===== src/rtl/mafe_pkg.sv =====
`timescale 1ns / 1ps

package mafe_pkg;

  localparam int unsigned QueueDepth = 2;

  localparam logic [7:0] ChColon  = 8'h3A;
  localparam logic [7:0] ChCr     = 8'h0D;
  localparam logic [7:0] ChLf     = 8'h0A;
  localparam logic [7:0] ChZero   = 8'h30;
  localparam logic [7:0] ChUpperA = 8'h41;
  localparam logic [7:0] AllOnes  = 8'hFF;
  localparam logic [7:0] AddrReset = 8'h01;

  typedef struct packed {
    logic [7:0] pdu_byte;
    logic       frame_end;
  } in_item_t;

  typedef struct packed {
    logic [7:0] ascii_char;
    logic       run_last;
    logic       frame_done;
  } out_item_t;

  // One classified PDU byte, as handed from the front to the back.
  typedef struct packed {
    logic       start;
    logic [7:0] addr;
    logic [7:0] pdu_byte;
    logic       last;
    logic [7:0] lrc;
  } mafe_cmd_t;

  typedef enum logic [3:0] {
    ST_COLON,
    ST_ADDR_HI,
    ST_ADDR_LO,
    ST_BYTE_HI,
    ST_BYTE_LO,
    ST_LRC_HI,
    ST_LRC_LO,
    ST_CR,
    ST_LF
  } mafe_step_t;

  function automatic logic [7:0] hex_digit(input logic [3:0] nib);
    logic [7:0] ch;
    if (nib < 4'd10) begin
      ch = ChZero + {4'd0, nib};
    end else begin
      ch = ChUpperA + {4'd0, nib} - 8'd10;
    end
    return ch;
  endfunction

endpackage


===== src/rtl/mafe_front.sv =====
`timescale 1ns / 1ps

module mafe_front (
  input  logic                clk,
  input  logic                rst_n,
  input  logic                in_valid,
  output logic                in_ready,
  input  mafe_pkg::in_item_t  in_data,
  input  logic [7:0]          dev_addr,
  input  logic                q_full,
  output logic                q_push,
  output mafe_pkg::mafe_cmd_t q_wdata
);
  import mafe_pkg::*;

  logic       in_frame_r, in_frame_nxt;
  logic [7:0] lrc_r, lrc_nxt;
  logic [7:0] seed;
  logic [7:0] sum;

  assign in_ready = !q_full;
  assign q_push   = in_valid && in_ready;

  assign seed = in_frame_r ? lrc_r : dev_addr;
  assign sum  = seed + in_data.pdu_byte;

  always_comb begin
    q_wdata.start    = !in_frame_r;
    q_wdata.addr     = dev_addr;
    q_wdata.pdu_byte = in_data.pdu_byte;
    q_wdata.last     = in_data.frame_end;
    q_wdata.lrc      = (sum ^ AllOnes) + 8'd1;
  end

  always_comb begin
    in_frame_nxt = in_frame_r;
    lrc_nxt      = lrc_r;
    if (q_push) begin
      in_frame_nxt = !in_data.frame_end;
      lrc_nxt      = in_data.frame_end ? 8'd0 : sum;
    end
  end

  always_ff @(posedge clk) begin
    if (!rst_n) begin
      in_frame_r <= 1'b0;
      lrc_r      <= 8'd0;
    end else begin
      in_frame_r <= in_frame_nxt;
      lrc_r      <= lrc_nxt;
    end
  end

  a_end_closes: assert property (@(posedge clk) disable iff (!rst_n)
    q_push && in_data.frame_end |=> !in_frame_r && lrc_r == 8'd0)
    else $error("frame state not cleared after last byte");

  a_start_flag: assert property (@(posedge clk) disable iff (!rst_n)
    q_push |-> q_wdata.start == !in_frame_r)
    else $error("start flag mismatch");

  a_mid_frame: assert property (@(posedge clk) disable iff (!rst_n)
    q_push && !in_data.frame_end |=> in_frame_r)
    else $error("frame not open after middle byte");

endmodule


===== src/rtl/mafe_queue.sv =====
`timescale 1ns / 1ps

module mafe_queue #(
  parameter int unsigned DEPTH = mafe_pkg::QueueDepth
) (
  input  logic                clk,
  input  logic                rst_n,
  input  logic                push,
  input  mafe_pkg::mafe_cmd_t wdata,
  output logic                full,
  input  logic                pop,
  output logic                not_empty,
  output mafe_pkg::mafe_cmd_t rdata
);
  import mafe_pkg::*;

  localparam int unsigned PW = (DEPTH > 1) ? $clog2(DEPTH) : 1;
  localparam int unsigned CW = $clog2(DEPTH + 1);

  mafe_cmd_t       mem_r [DEPTH];
  logic [PW-1:0]   wr_ptr_r, wr_ptr_nxt;
  logic [PW-1:0]   rd_ptr_r, rd_ptr_nxt;
  logic [CW-1:0]   cnt_r, cnt_nxt;

  assign full      = (cnt_r == CW'(DEPTH));
  assign not_empty = (cnt_r != '0);
  assign rdata     = mem_r[rd_ptr_r];

  always_comb begin
    wr_ptr_nxt = wr_ptr_r;
    rd_ptr_nxt = rd_ptr_r;
    cnt_nxt    = cnt_r;
    if (push) begin
      wr_ptr_nxt = (wr_ptr_r == PW'(DEPTH - 1)) ? '0 : wr_ptr_r + 1'b1;
    end
    if (pop) begin
      rd_ptr_nxt = (rd_ptr_r == PW'(DEPTH - 1)) ? '0 : rd_ptr_r + 1'b1;
    end
    if (push && !pop) begin
      cnt_nxt = cnt_r + 1'b1;
    end else if (pop && !push) begin
      cnt_nxt = cnt_r - 1'b1;
    end
  end

  always_ff @(posedge clk) begin
    if (push) begin
      mem_r[wr_ptr_r] <= wdata;
    end
  end

  always_ff @(posedge clk) begin
    if (!rst_n) begin
      wr_ptr_r <= '0;
      rd_ptr_r <= '0;
      cnt_r    <= '0;
    end else begin
      wr_ptr_r <= wr_ptr_nxt;
      rd_ptr_r <= rd_ptr_nxt;
      cnt_r    <= cnt_nxt;
    end
  end

  a_no_overflow: assert property (@(posedge clk) disable iff (!rst_n)
    full |-> !push)
    else $error("push into full queue");

  a_no_underflow: assert property (@(posedge clk) disable iff (!rst_n)
    !not_empty |-> !pop)
    else $error("pop from empty queue");

  a_count_range: assert property (@(posedge clk) disable iff (!rst_n)
    cnt_r <= CW'(DEPTH))
    else $error("queue count out of range");

endmodule


===== src/rtl/mafe_back.sv =====
`timescale 1ns / 1ps

module mafe_back (
  input  logic                clk,
  input  logic                rst_n,
  input  logic                q_not_empty,
  input  mafe_pkg::mafe_cmd_t q_rdata,
  output logic                q_pop,
  output logic                out_valid,
  input  logic                out_ready,
  output mafe_pkg::out_item_t out_data
);
  import mafe_pkg::*;

  mafe_step_t step_r, step_nxt;
  mafe_step_t step;
  mafe_step_t end_step;
  logic       first_r, first_nxt;
  logic       out_valid_r, out_valid_nxt;
  out_item_t  out_data_r, out_data_nxt;
  logic       load;
  logic       emit;
  logic [7:0] ch;

  assign load     = !out_valid_r || out_ready;
  assign emit     = q_not_empty && load;
  assign step     = first_r ? (q_rdata.start ? ST_COLON : ST_BYTE_HI) : step_r;
  assign end_step = q_rdata.last ? ST_LF : ST_BYTE_LO;
  assign q_pop    = emit && (step == end_step);

  always_comb begin
    unique case (step)
      ST_COLON:   ch = ChColon;
      ST_ADDR_HI: ch = hex_digit(q_rdata.addr[7:4]);
      ST_ADDR_LO: ch = hex_digit(q_rdata.addr[3:0]);
      ST_BYTE_HI: ch = hex_digit(q_rdata.pdu_byte[7:4]);
      ST_BYTE_LO: ch = hex_digit(q_rdata.pdu_byte[3:0]);
      ST_LRC_HI:  ch = hex_digit(q_rdata.lrc[7:4]);
      ST_LRC_LO:  ch = hex_digit(q_rdata.lrc[3:0]);
      ST_CR:      ch = ChCr;
      ST_LF:      ch = ChLf;
      default:    ch = ChLf;
    endcase
  end

  always_comb begin
    step_nxt      = step_r;
    first_nxt     = first_r;
    out_valid_nxt = out_valid_r;
    out_data_nxt  = out_data_r;
    if (out_ready) begin
      out_valid_nxt = 1'b0;
    end
    if (emit) begin
      out_valid_nxt         = 1'b1;
      out_data_nxt.ascii_char = ch;
      out_data_nxt.run_last   = (step == end_step);
      out_data_nxt.frame_done = (step == ST_LF);
      if (step == end_step) begin
        first_nxt = 1'b1;
      end else begin
        first_nxt = 1'b0;
        // advance through the fixed character order
        unique case (step)
          ST_COLON:   step_nxt = ST_ADDR_HI;
          ST_ADDR_HI: step_nxt = ST_ADDR_LO;
          ST_ADDR_LO: step_nxt = ST_BYTE_HI;
          ST_BYTE_HI: step_nxt = ST_BYTE_LO;
          ST_BYTE_LO: step_nxt = ST_LRC_HI;
          ST_LRC_HI:  step_nxt = ST_LRC_LO;
          ST_LRC_LO:  step_nxt = ST_CR;
          ST_CR:      step_nxt = ST_LF;
          ST_LF:      step_nxt = ST_COLON;
          default:    step_nxt = ST_COLON;
        endcase
      end
    end
  end

  always_ff @(posedge clk) begin
    if (!rst_n) begin
      step_r      <= ST_COLON;
      first_r     <= 1'b1;
      out_valid_r <= 1'b0;
    end else begin
      step_r      <= step_nxt;
      first_r     <= first_nxt;
      out_valid_r <= out_valid_nxt;
    end
  end

  always_ff @(posedge clk) begin
    out_data_r <= out_data_nxt;
  end

  assign out_valid = out_valid_r;
  assign out_data  = out_data_r;

  a_done_is_lf: assert property (@(posedge clk) disable iff (!rst_n)
    out_valid_r && out_data_r.frame_done |->
      out_data_r.run_last && out_data_r.ascii_char == ChLf)
    else $error("frame_done not on closing LF");

  a_colon_not_last: assert property (@(posedge clk) disable iff (!rst_n)
    emit && step == ST_COLON |=> !first_r)
    else $error("header ended a command early");

  a_pop_restarts: assert property (@(posedge clk) disable iff (!rst_n)
    q_pop |=> first_r && out_valid_r && out_data_r.run_last)
    else $error("pop without final character");

endmodule


===== src/rtl/modbus_ascii_frame_encoder_unit.sv =====
`timescale 1ns / 1ps

// Modbus ASCII frame encoder with LRC.
// Input channel (in_valid/in_ready/in_data): one response PDU byte per
// transfer, frame_end set on the last byte of a frame.
// Output channel (out_valid/out_ready/out_data): one frame character per
// transfer; run_last marks the last character caused by an input byte,
// frame_done marks the closing LF.
// Config channel (cfg_valid/cfg_ready/cfg_data): slave address, always ready;
// it is sampled when the first byte of a frame is accepted.
// Each byte passes through the command queue, then its first character is
// registered in the output stage, which emits one character per cycle while
// the receiver is ready. A middle byte yields its two hex digits; a first
// byte adds the colon and address digits, a last byte the LRC digits, CR, LF.
// A small command queue lets input transfers go on while the sequencer works.
// Reset: address returns to 1, the LRC clears, the queue empties and the next
// byte starts a new frame.
// When the receiver stalls, the output holds its character; the queue then
// fills and in_ready drops until characters drain.
module modbus_ascii_frame_encoder_unit #(
  parameter int unsigned QDEPTH = mafe_pkg::QueueDepth
) (
  input  logic                clk,
  input  logic                rst_n,
  input  logic                in_valid,
  output logic                in_ready,
  input  mafe_pkg::in_item_t  in_data,
  output logic                out_valid,
  input  logic                out_ready,
  output mafe_pkg::out_item_t out_data,
  input  logic                cfg_valid,
  output logic                cfg_ready,
  input  logic [7:0]          cfg_data
);
  import mafe_pkg::*;

  logic [7:0] addr_r, addr_nxt;
  logic       q_full;
  logic       q_push;
  logic       q_pop;
  logic       q_not_empty;
  mafe_cmd_t  q_wdata;
  mafe_cmd_t  q_rdata;

  assign cfg_ready = 1'b1;
  assign addr_nxt  = (cfg_valid && cfg_ready) ? cfg_data : addr_r;

  always_ff @(posedge clk) begin
    if (!rst_n) begin
      addr_r <= AddrReset;
    end else begin
      addr_r <= addr_nxt;
    end
  end

  mafe_front u_front (
    .clk      (clk),
    .rst_n    (rst_n),
    .in_valid (in_valid),
    .in_ready (in_ready),
    .in_data  (in_data),
    .dev_addr (addr_r),
    .q_full   (q_full),
    .q_push   (q_push),
    .q_wdata  (q_wdata)
  );

  mafe_queue #(
    .DEPTH (QDEPTH)
  ) u_queue (
    .clk       (clk),
    .rst_n     (rst_n),
    .push      (q_push),
    .wdata     (q_wdata),
    .full      (q_full),
    .pop       (q_pop),
    .not_empty (q_not_empty),
    .rdata     (q_rdata)
  );

  mafe_back u_back (
    .clk         (clk),
    .rst_n       (rst_n),
    .q_not_empty (q_not_empty),
    .q_rdata     (q_rdata),
    .q_pop       (q_pop),
    .out_valid   (out_valid),
    .out_ready   (out_ready),
    .out_data    (out_data)
  );

endmodule


===== config.mk =====
export PLATFORM = sky130hd
export DESIGN_NAME = modbus_ascii_frame_encoder_unit
export DESIGN_NICKNAME = d
export VERILOG_FILES = /design/src/rtl/mafe_pkg.sv /design/src/rtl/mafe_front.sv /design/src/rtl/mafe_queue.sv /design/src/rtl/mafe_back.sv /design/src/rtl/modbus_ascii_frame_encoder_unit.sv
export SDC_FILE = /design/constraint.sdc
export NUM_CORES = 1
export LEC_CHECK = 0
export BUFFER_PORTS_ARGS = -buffer_cell sky130_fd_sc_hd__buf_2
export CORE_MARGIN = 1
export CORE_UTILIZATION = 40
export CTS_BUF_LIST = sky130_fd_sc_hd__clkbuf_8
export CTS_CLUSTER_DIAMETER = 40
export DETAILED_ROUTE_END_ITERATION = 16
export HOLD_SLACK_MARGIN = 0.03
export PLACE_DENSITY = 0.66
export SYNTH_ARGS = -nofsm -noshare
export SYNTH_HDL_FRONTEND = slang
export SYNTH_SLANG_ARGS = --single-unit

===== constraint.sdc =====
create_clock -name clk -period 3.4 [get_ports clk]
set_input_delay 1.02 -clock clk [delete_from_list [all_inputs] [get_ports clk]]
set_output_delay 1.02 -clock clk [all_outputs]
set_load 0.05 [all_outputs]

Yosys cells after proc, flatten, opt, wreduce, memory -nomap -nowiden
Memories as Yosys holds them, arrays and structs flattened. A register that Yosys moved wholly into a read port is not among the register bits.
Cells that the tools add are included.
- bits in registers: 33
- memory bits (read-only): 64
- bits in latches: 0
- bits in writable memories: 52
- logic and storage cells: 96
- memories kept: 2
- input port bits: 22
- output and inout port bits: 13
- memories (name ; depth ; width ; rd ports ; clocked after Yosys merged registers in ; wr ports ; line ; source):
    (name not given) ; 16 ; 4 ; 1 ; 1 ; 0 ; mafe_back.sv:64 ; unique case (step)
    u_queue.mem_r ; 2 ; 26 ; 1 ; 1 ; 1 ; mafe_queue.sv:20 ; mafe_cmd_t mem_r [DEPTH];
- muxes and demuxes: 23
- bitwise gates (word level): 2
- shifts and indexed selects: 0
- multiply operators: 0
- eq/ne operators: 10
- order comparisons: 6
- divide/modulo/power cells: 0
- add/subtract/negate cells: 24
- reductions and logical operators: 18
- operator list (kind ; number):
    $mux 8 ; 8
    $pmux 8 s8 ; 1
    $add 7x4->8 const A ; 6
    $sub 8x4->8 const B ; 6
    $add 6x4->7 const A ; 6
    $lt 4x4->1 const B ; 6
    $eq 4x3->1 const B ; 4
    $mux 1 ; 9
    $add 8x1->8 const B ; 1
    $add 8x8->8 ; 1
    $eq 4x2->1 const B ; 2
    $mux 4 ; 2
    $not 8->8 ; 1
    $logic_not 1->1 ; 7
    $mux 2 ; 3
    $reduce_bool 2->1 ; 3
    $logic_and 1x1->1 ; 5
    $eq 4x1->1 const B ; 1
    $eq 4x4->1 ; 1
    $eq 4x4->1 const B ; 1
    $logic_not 4->1 ; 1
    $add 1x1->1 const B ; 2
    $add 2x1->2 const B ; 1
    $eq 2x2->1 const B ; 1
    other kinds (4) ; 4

Longest topological paths before layout
- depth after elaboration: 7
- gate-level depth with buffers: 13
- gate-level depth less buffers: 10

By module
From an unflattened synthesis, not the netlist that was laid out.
- cells, all modules: 434
- area total of the unflattened synthesis: 4904.7 um2
- modules (own cells, without submodules) (module ; cells each ; times used ; area each (um2) ; seq. area each (um2)):
    mafe_queue ; 103 ; 1 ; 2103.3 ; 1661.6
    mafe_back ; 188 ; 1 ; 1507.7 ; 390.4
    mafe_front ; 116 ; 1 ; 983.4 ; 180.2
    modbus_ascii_frame_encoder_unit ; 27 ; 1 ; 310.3 ; 160.2

Worst setup path after synthesis
No wires, ideal clock.
- path type: input -> register
- start point: input port in_data[1] (netlist name)
- end point: memory u_queue.mem_r[0][7] (netlist name) (data pin)
- cell stages on the path: 7
- buffers on the path: 0
- library setup time: 0.267 ns
- arrival time: 2.729 ns
- slack: 0.404 ns
- data required time: 3.133 ns
- path through: ha_1 -> fa_1 -> a211o_1 -> a21o_1 -> a221oi_1 -> nand3b_1 -> xnor2_1
- RTL lines (element ; line ; source):
    start: declaration ; modbus_ascii_frame_encoder_unit.sv:27 ; input mafe_pkg::in_item_t in_data,
    end: declaration ; mafe_queue.sv:20 ;

==> results.json <==
{
  "drive_above_1_share_pct": 18.9,
  "synth_top_family_by_area": "compound AO/OA/AOI/OAI gates",
  "root_buffer": "clkbuf_8",
  "ys_seq_area_share_pct": 48.3,
  "globalplace.congestion": 0.916,
  "synthesis.instances": 447,
  "power_density_nw_per_um2": 538,
  "core_um2": 12100,
  "hold_viol": 0,
  "antenna_cells": 0,
  "via_per_inst": 5.53,
  "yosys.area_share.simple_pct": 12.6,
  "io_buffers": 32,
  "crit_family": "adder cells",
  "cts-buffers-inserted": 9,
  "start_util_pct": 41.1,
  "crit_fanout": 7,
  "critPathMaxStageDelay_ns": 0.50,
  "leakage_nw": 1.98,
  "grt_max_degree": 58,
  "power_frac_clock_pct": 25.3,
  "ios": 35,
  "critical_path_required_ns": 3.51,
  "critPathCaptureType": "flip-flop",
  "synth_warnings": 0,
  "path_clk_slew_ns": 0.09,
  "cts_tree": "built",
  "critPathBufInv": 0,
  "fp.dieW_um": 113,
  "fin_crit_ns": 2.98,
  "synthesis.nets": 490,
  "dpl-instance-area_um2": 5280,
  "worst_pin_slew_ns": 0.902,
  "irDropWorstVdd_mv": 0.255,
  "cts_setup_buffers": 0,
  "fin_hold_ws_ns": 0.462,
  "antenna_found_initial": 0,
  "synth.area.mux_share_pct": 11.3,
  "cp-start-kind": "flip-flop",
  "hold_start": "u_front.lrc_r[5]",
  "finalClockSkew_ns": 0.0127,
  "comb_power_share_pct": 27.3,
  "clock_latency_ns": 0.37,
  "worstHoldPathCells": 2,
  "cp_slowest_cell": "dfxtp_1",
  "htreeDepth": 3,
  "hpwlAfterDp_um": 8260,
  "gr-usage-all-layers_pct": 18.1,
  "crit_type": "reg -> reg",
  "utilization_pct": 45.4,
  "rr_worst_depth": 8,
  "synth_edf_count": 61,
  "status": "complete, no violations",
  "rows": 40,
  "swShare_pct": 33.2,
  "path_depth": 8,
  "grt_setup_unrepaired": "no",
  "ant_nets": 0,
  "setup_tns_ns": 0,
  "final_cell_area_um2": 5480,
  "grt_pass1_wl_um": 17800,
  "drc_errors": 0,
  "rrSetupSlack_ns": 0.42,
  "drt_iter0_drc": 243,
  "fmax_mhz": 336,
  "ys.flop_type": "edfxtp_1",
  "dieArea_um2": 12800,
  "whs_endpoint": "u_front.lrc_r[5]",
  "fin_crit_sh_pct": 87.6,
  "cts_sinks": 89,
  "netSwitchingPower_w": 0.000978,
  "p_total_w": 0.00294,
  "post_cts_resized": 0,
  "syn_area_um2": 4950,
  "synth-compound-area-share_pct": 14.8,
  "wire_per_inst_um": 16.5,
  "synth_cell_type_count": 66,
  "crit_arrival_ns": 3.09,
  "die_y_um": 113,
  "setup_violations": 0,
  "synth_xor_area_share_pct": 3.18,
  "timing.slew.headroom_pct": 39.6,
  "avgSynthCellArea_um2": 11.1,
  "ys_ff_latch": 89,
  "path_cells": "mux2_2, ha_1, fa_1, a211o_1, a21o_1, and2_1, nor4b_1, xnor2_1",
  "num_vias": 3625,
  "num-nets-final": 526,
  "drv_slew": 0,
  "p_seq_share_pct": 47.4,
  "holdCritPathClass": "reg -> reg",
  "routed_wl_um": 10800,
  "max-cap-violations": 0,
  "cts_buffer_depth": 2,
  "synth-adder-area-share_pct": 5.46,
  "n_fill_cell": 1134,
  "async_flop_share_pct": 0,
  "cts_hold_buffers": 0,
  "timing.rr.start": "u_front.in_frame_r",
  "grt_overflow": 0,
  "regToRegEndpoint": "u_queue.mem_r[0][6]",
  "intPower_w": 0.00197,
  "syn_to_final_growth_pct": 10.6,
  "dr.pass1.iters": 6,
  "grt_pass1_vias": 3539
}
==> flip-flops by register name (all words and copies together) (netlist names), 2 cells and up, named ones only <==
| signal | count |
|---|---|
| u_queue.cnt_r | 2 |
| u_queue.mem_r | 52 |
| u_back.out_data | 9 |
| u_front.lrc_r | 8 |
| u_back.step_r | 4 |
| addr_r | 8 |
==> cells in the final DEF (no fill, tap or decap), drive strengths merged, types with 3 or more instances in the layout <==
cell	n
mux2i	34
o21a	3
nand2b	8
nand3	4
buf	40
o311ai	3
inv	25
nand2	21
xnor2	6
a221oi	3
edfxtp	61
dfxtp	28
a211oi	14
a21o	3
ha	20
a22oi	4
o21ai	14
nor3	15
nor2b	6
a2111oi	5
mux2	18
or4	4
nor2	43
o311a	3
a211o	3
a21oi	31
o22ai	6
clkbuf	10
nor3b	3
or3	3
xor2	12
==> worst max-delay path by stage <==
stage / startpoint / to / slack (ns)
6_report: u_front.in_frame_r / u_queue.mem_r[0][6] / 0.42
5_1_grt: u_front.in_frame_r / u_queue.mem_r[1][6] / 0.21
4_1_cts: u_front.in_frame_r / u_queue.mem_r[0][6] / 0.42
3_5_place_dp: in_data[1] / u_queue.mem_r[1][6] / 0.15
3_3_place_gp: in_data[1] / u_queue.mem_r[0][6] / 0.20
2_1_floorplan: in_data[1] / u_queue.mem_r[0][7] / 0.40
==> layout make-up <==
cell class / count / area, um^2 / area share [%]
flip-flops and latches: 89 / 2390 / 43.7
multi-input cells: 321 / 2360 / 43.0
repair buffers: 40 / 233 / 4.25
well taps: 168 / 210 / 3.84
clock buffers: 10 / 138 / 2.51
inverters: 22 / 82.6 / 1.51
clock inverters: 6 / 65.1 / 1.19
==> metrics by stage <==
stage	setup slack (ns)	cells
6_report	0.422	656
5_1_grt	0.213	656
4_1_cts	0.422	656
3_5_place_dp	0.150	640
3_3_place_gp	0.199	640
2_1_floorplan	0.404	447
==> worst register-to-register path: stages, from the launching register on <==
cell     delay (ns)
dfxtp_1        0.50
mux2_2         0.40
ha_1           0.23
fa_1           0.41
a211o_1        0.32
a21o_1         0.18
and2_1         0.19
nor4b_1        0.36
xnor2_1        0.14
==> logic make-up (layout without fill, tap and decap cells) <==
family | Yosys count | count (layout)
simple gates | 122 | 122
buf+inv | 37 | 78
xor+xnor | 18 | 18
mux | 52 | 52
fa+ha+maj | 21 | 21
flops | 89 | 89
compound gates | 106 | 106
other cells | 2 | 2
==> synthesized netlist by cell type (4+ instances only) <==
cell type | n | area (um^2)
o21ai_0 | 13 | 65.1
o22ai_1 | 6 | 37.5
clkbuf_1 | 5 | 18.8
mux2_2 | 18 | 203
dfxtp_1 | 28 | 561
xor2_1 | 12 | 105
a211oi_1 | 10 | 75.1
a22oi_1 | 4 | 30.0
ha_1 | 20 | 250
nor2b_1 | 6 | 37.5
mux2i_1 | 30 | 300
nor3_1 | 14 | 70.1
nor2_1 | 43 | 161
xnor2_1 | 6 | 52.6
nand2b_1 | 8 | 50.1
a2111oi_0 | 5 | 43.8
a211oi_2 | 4 | 50.1
inv_1 | 21 | 78.8
nand2_1 | 21 | 78.8
nand3_1 | 4 | 20.0
mux2i_2 | 4 | 55.1
edfxtp_1 | 61 | 1830
a21oi_1 | 31 | 155
==> power groups by stage <==
stage / clock, W / sequential (W) / combinational, W
detailed placement: 0 / 0.00142 / 0.000797
global route: 0.000806 / 0.00141 / 0.000878
floorplan: 0 / 0.00150 / 0.000505
global placement: 0 / 0.00141 / 0.000782
finish: 0.000744 / 0.00140 / 0.000805
CTS: 0.000764 / 0.00140 / 0.000802
==> layer usage <==
layer	part of all wire, %	global-route usage (%)	vias up
met2	46	28.2	88
met4	3.6	9.21	0
met5	0	0	-
met1	46	23.6	1751
li1	-	-	1761
met3	3.8	4.18	25
Power figures use the tool's default switching activity.
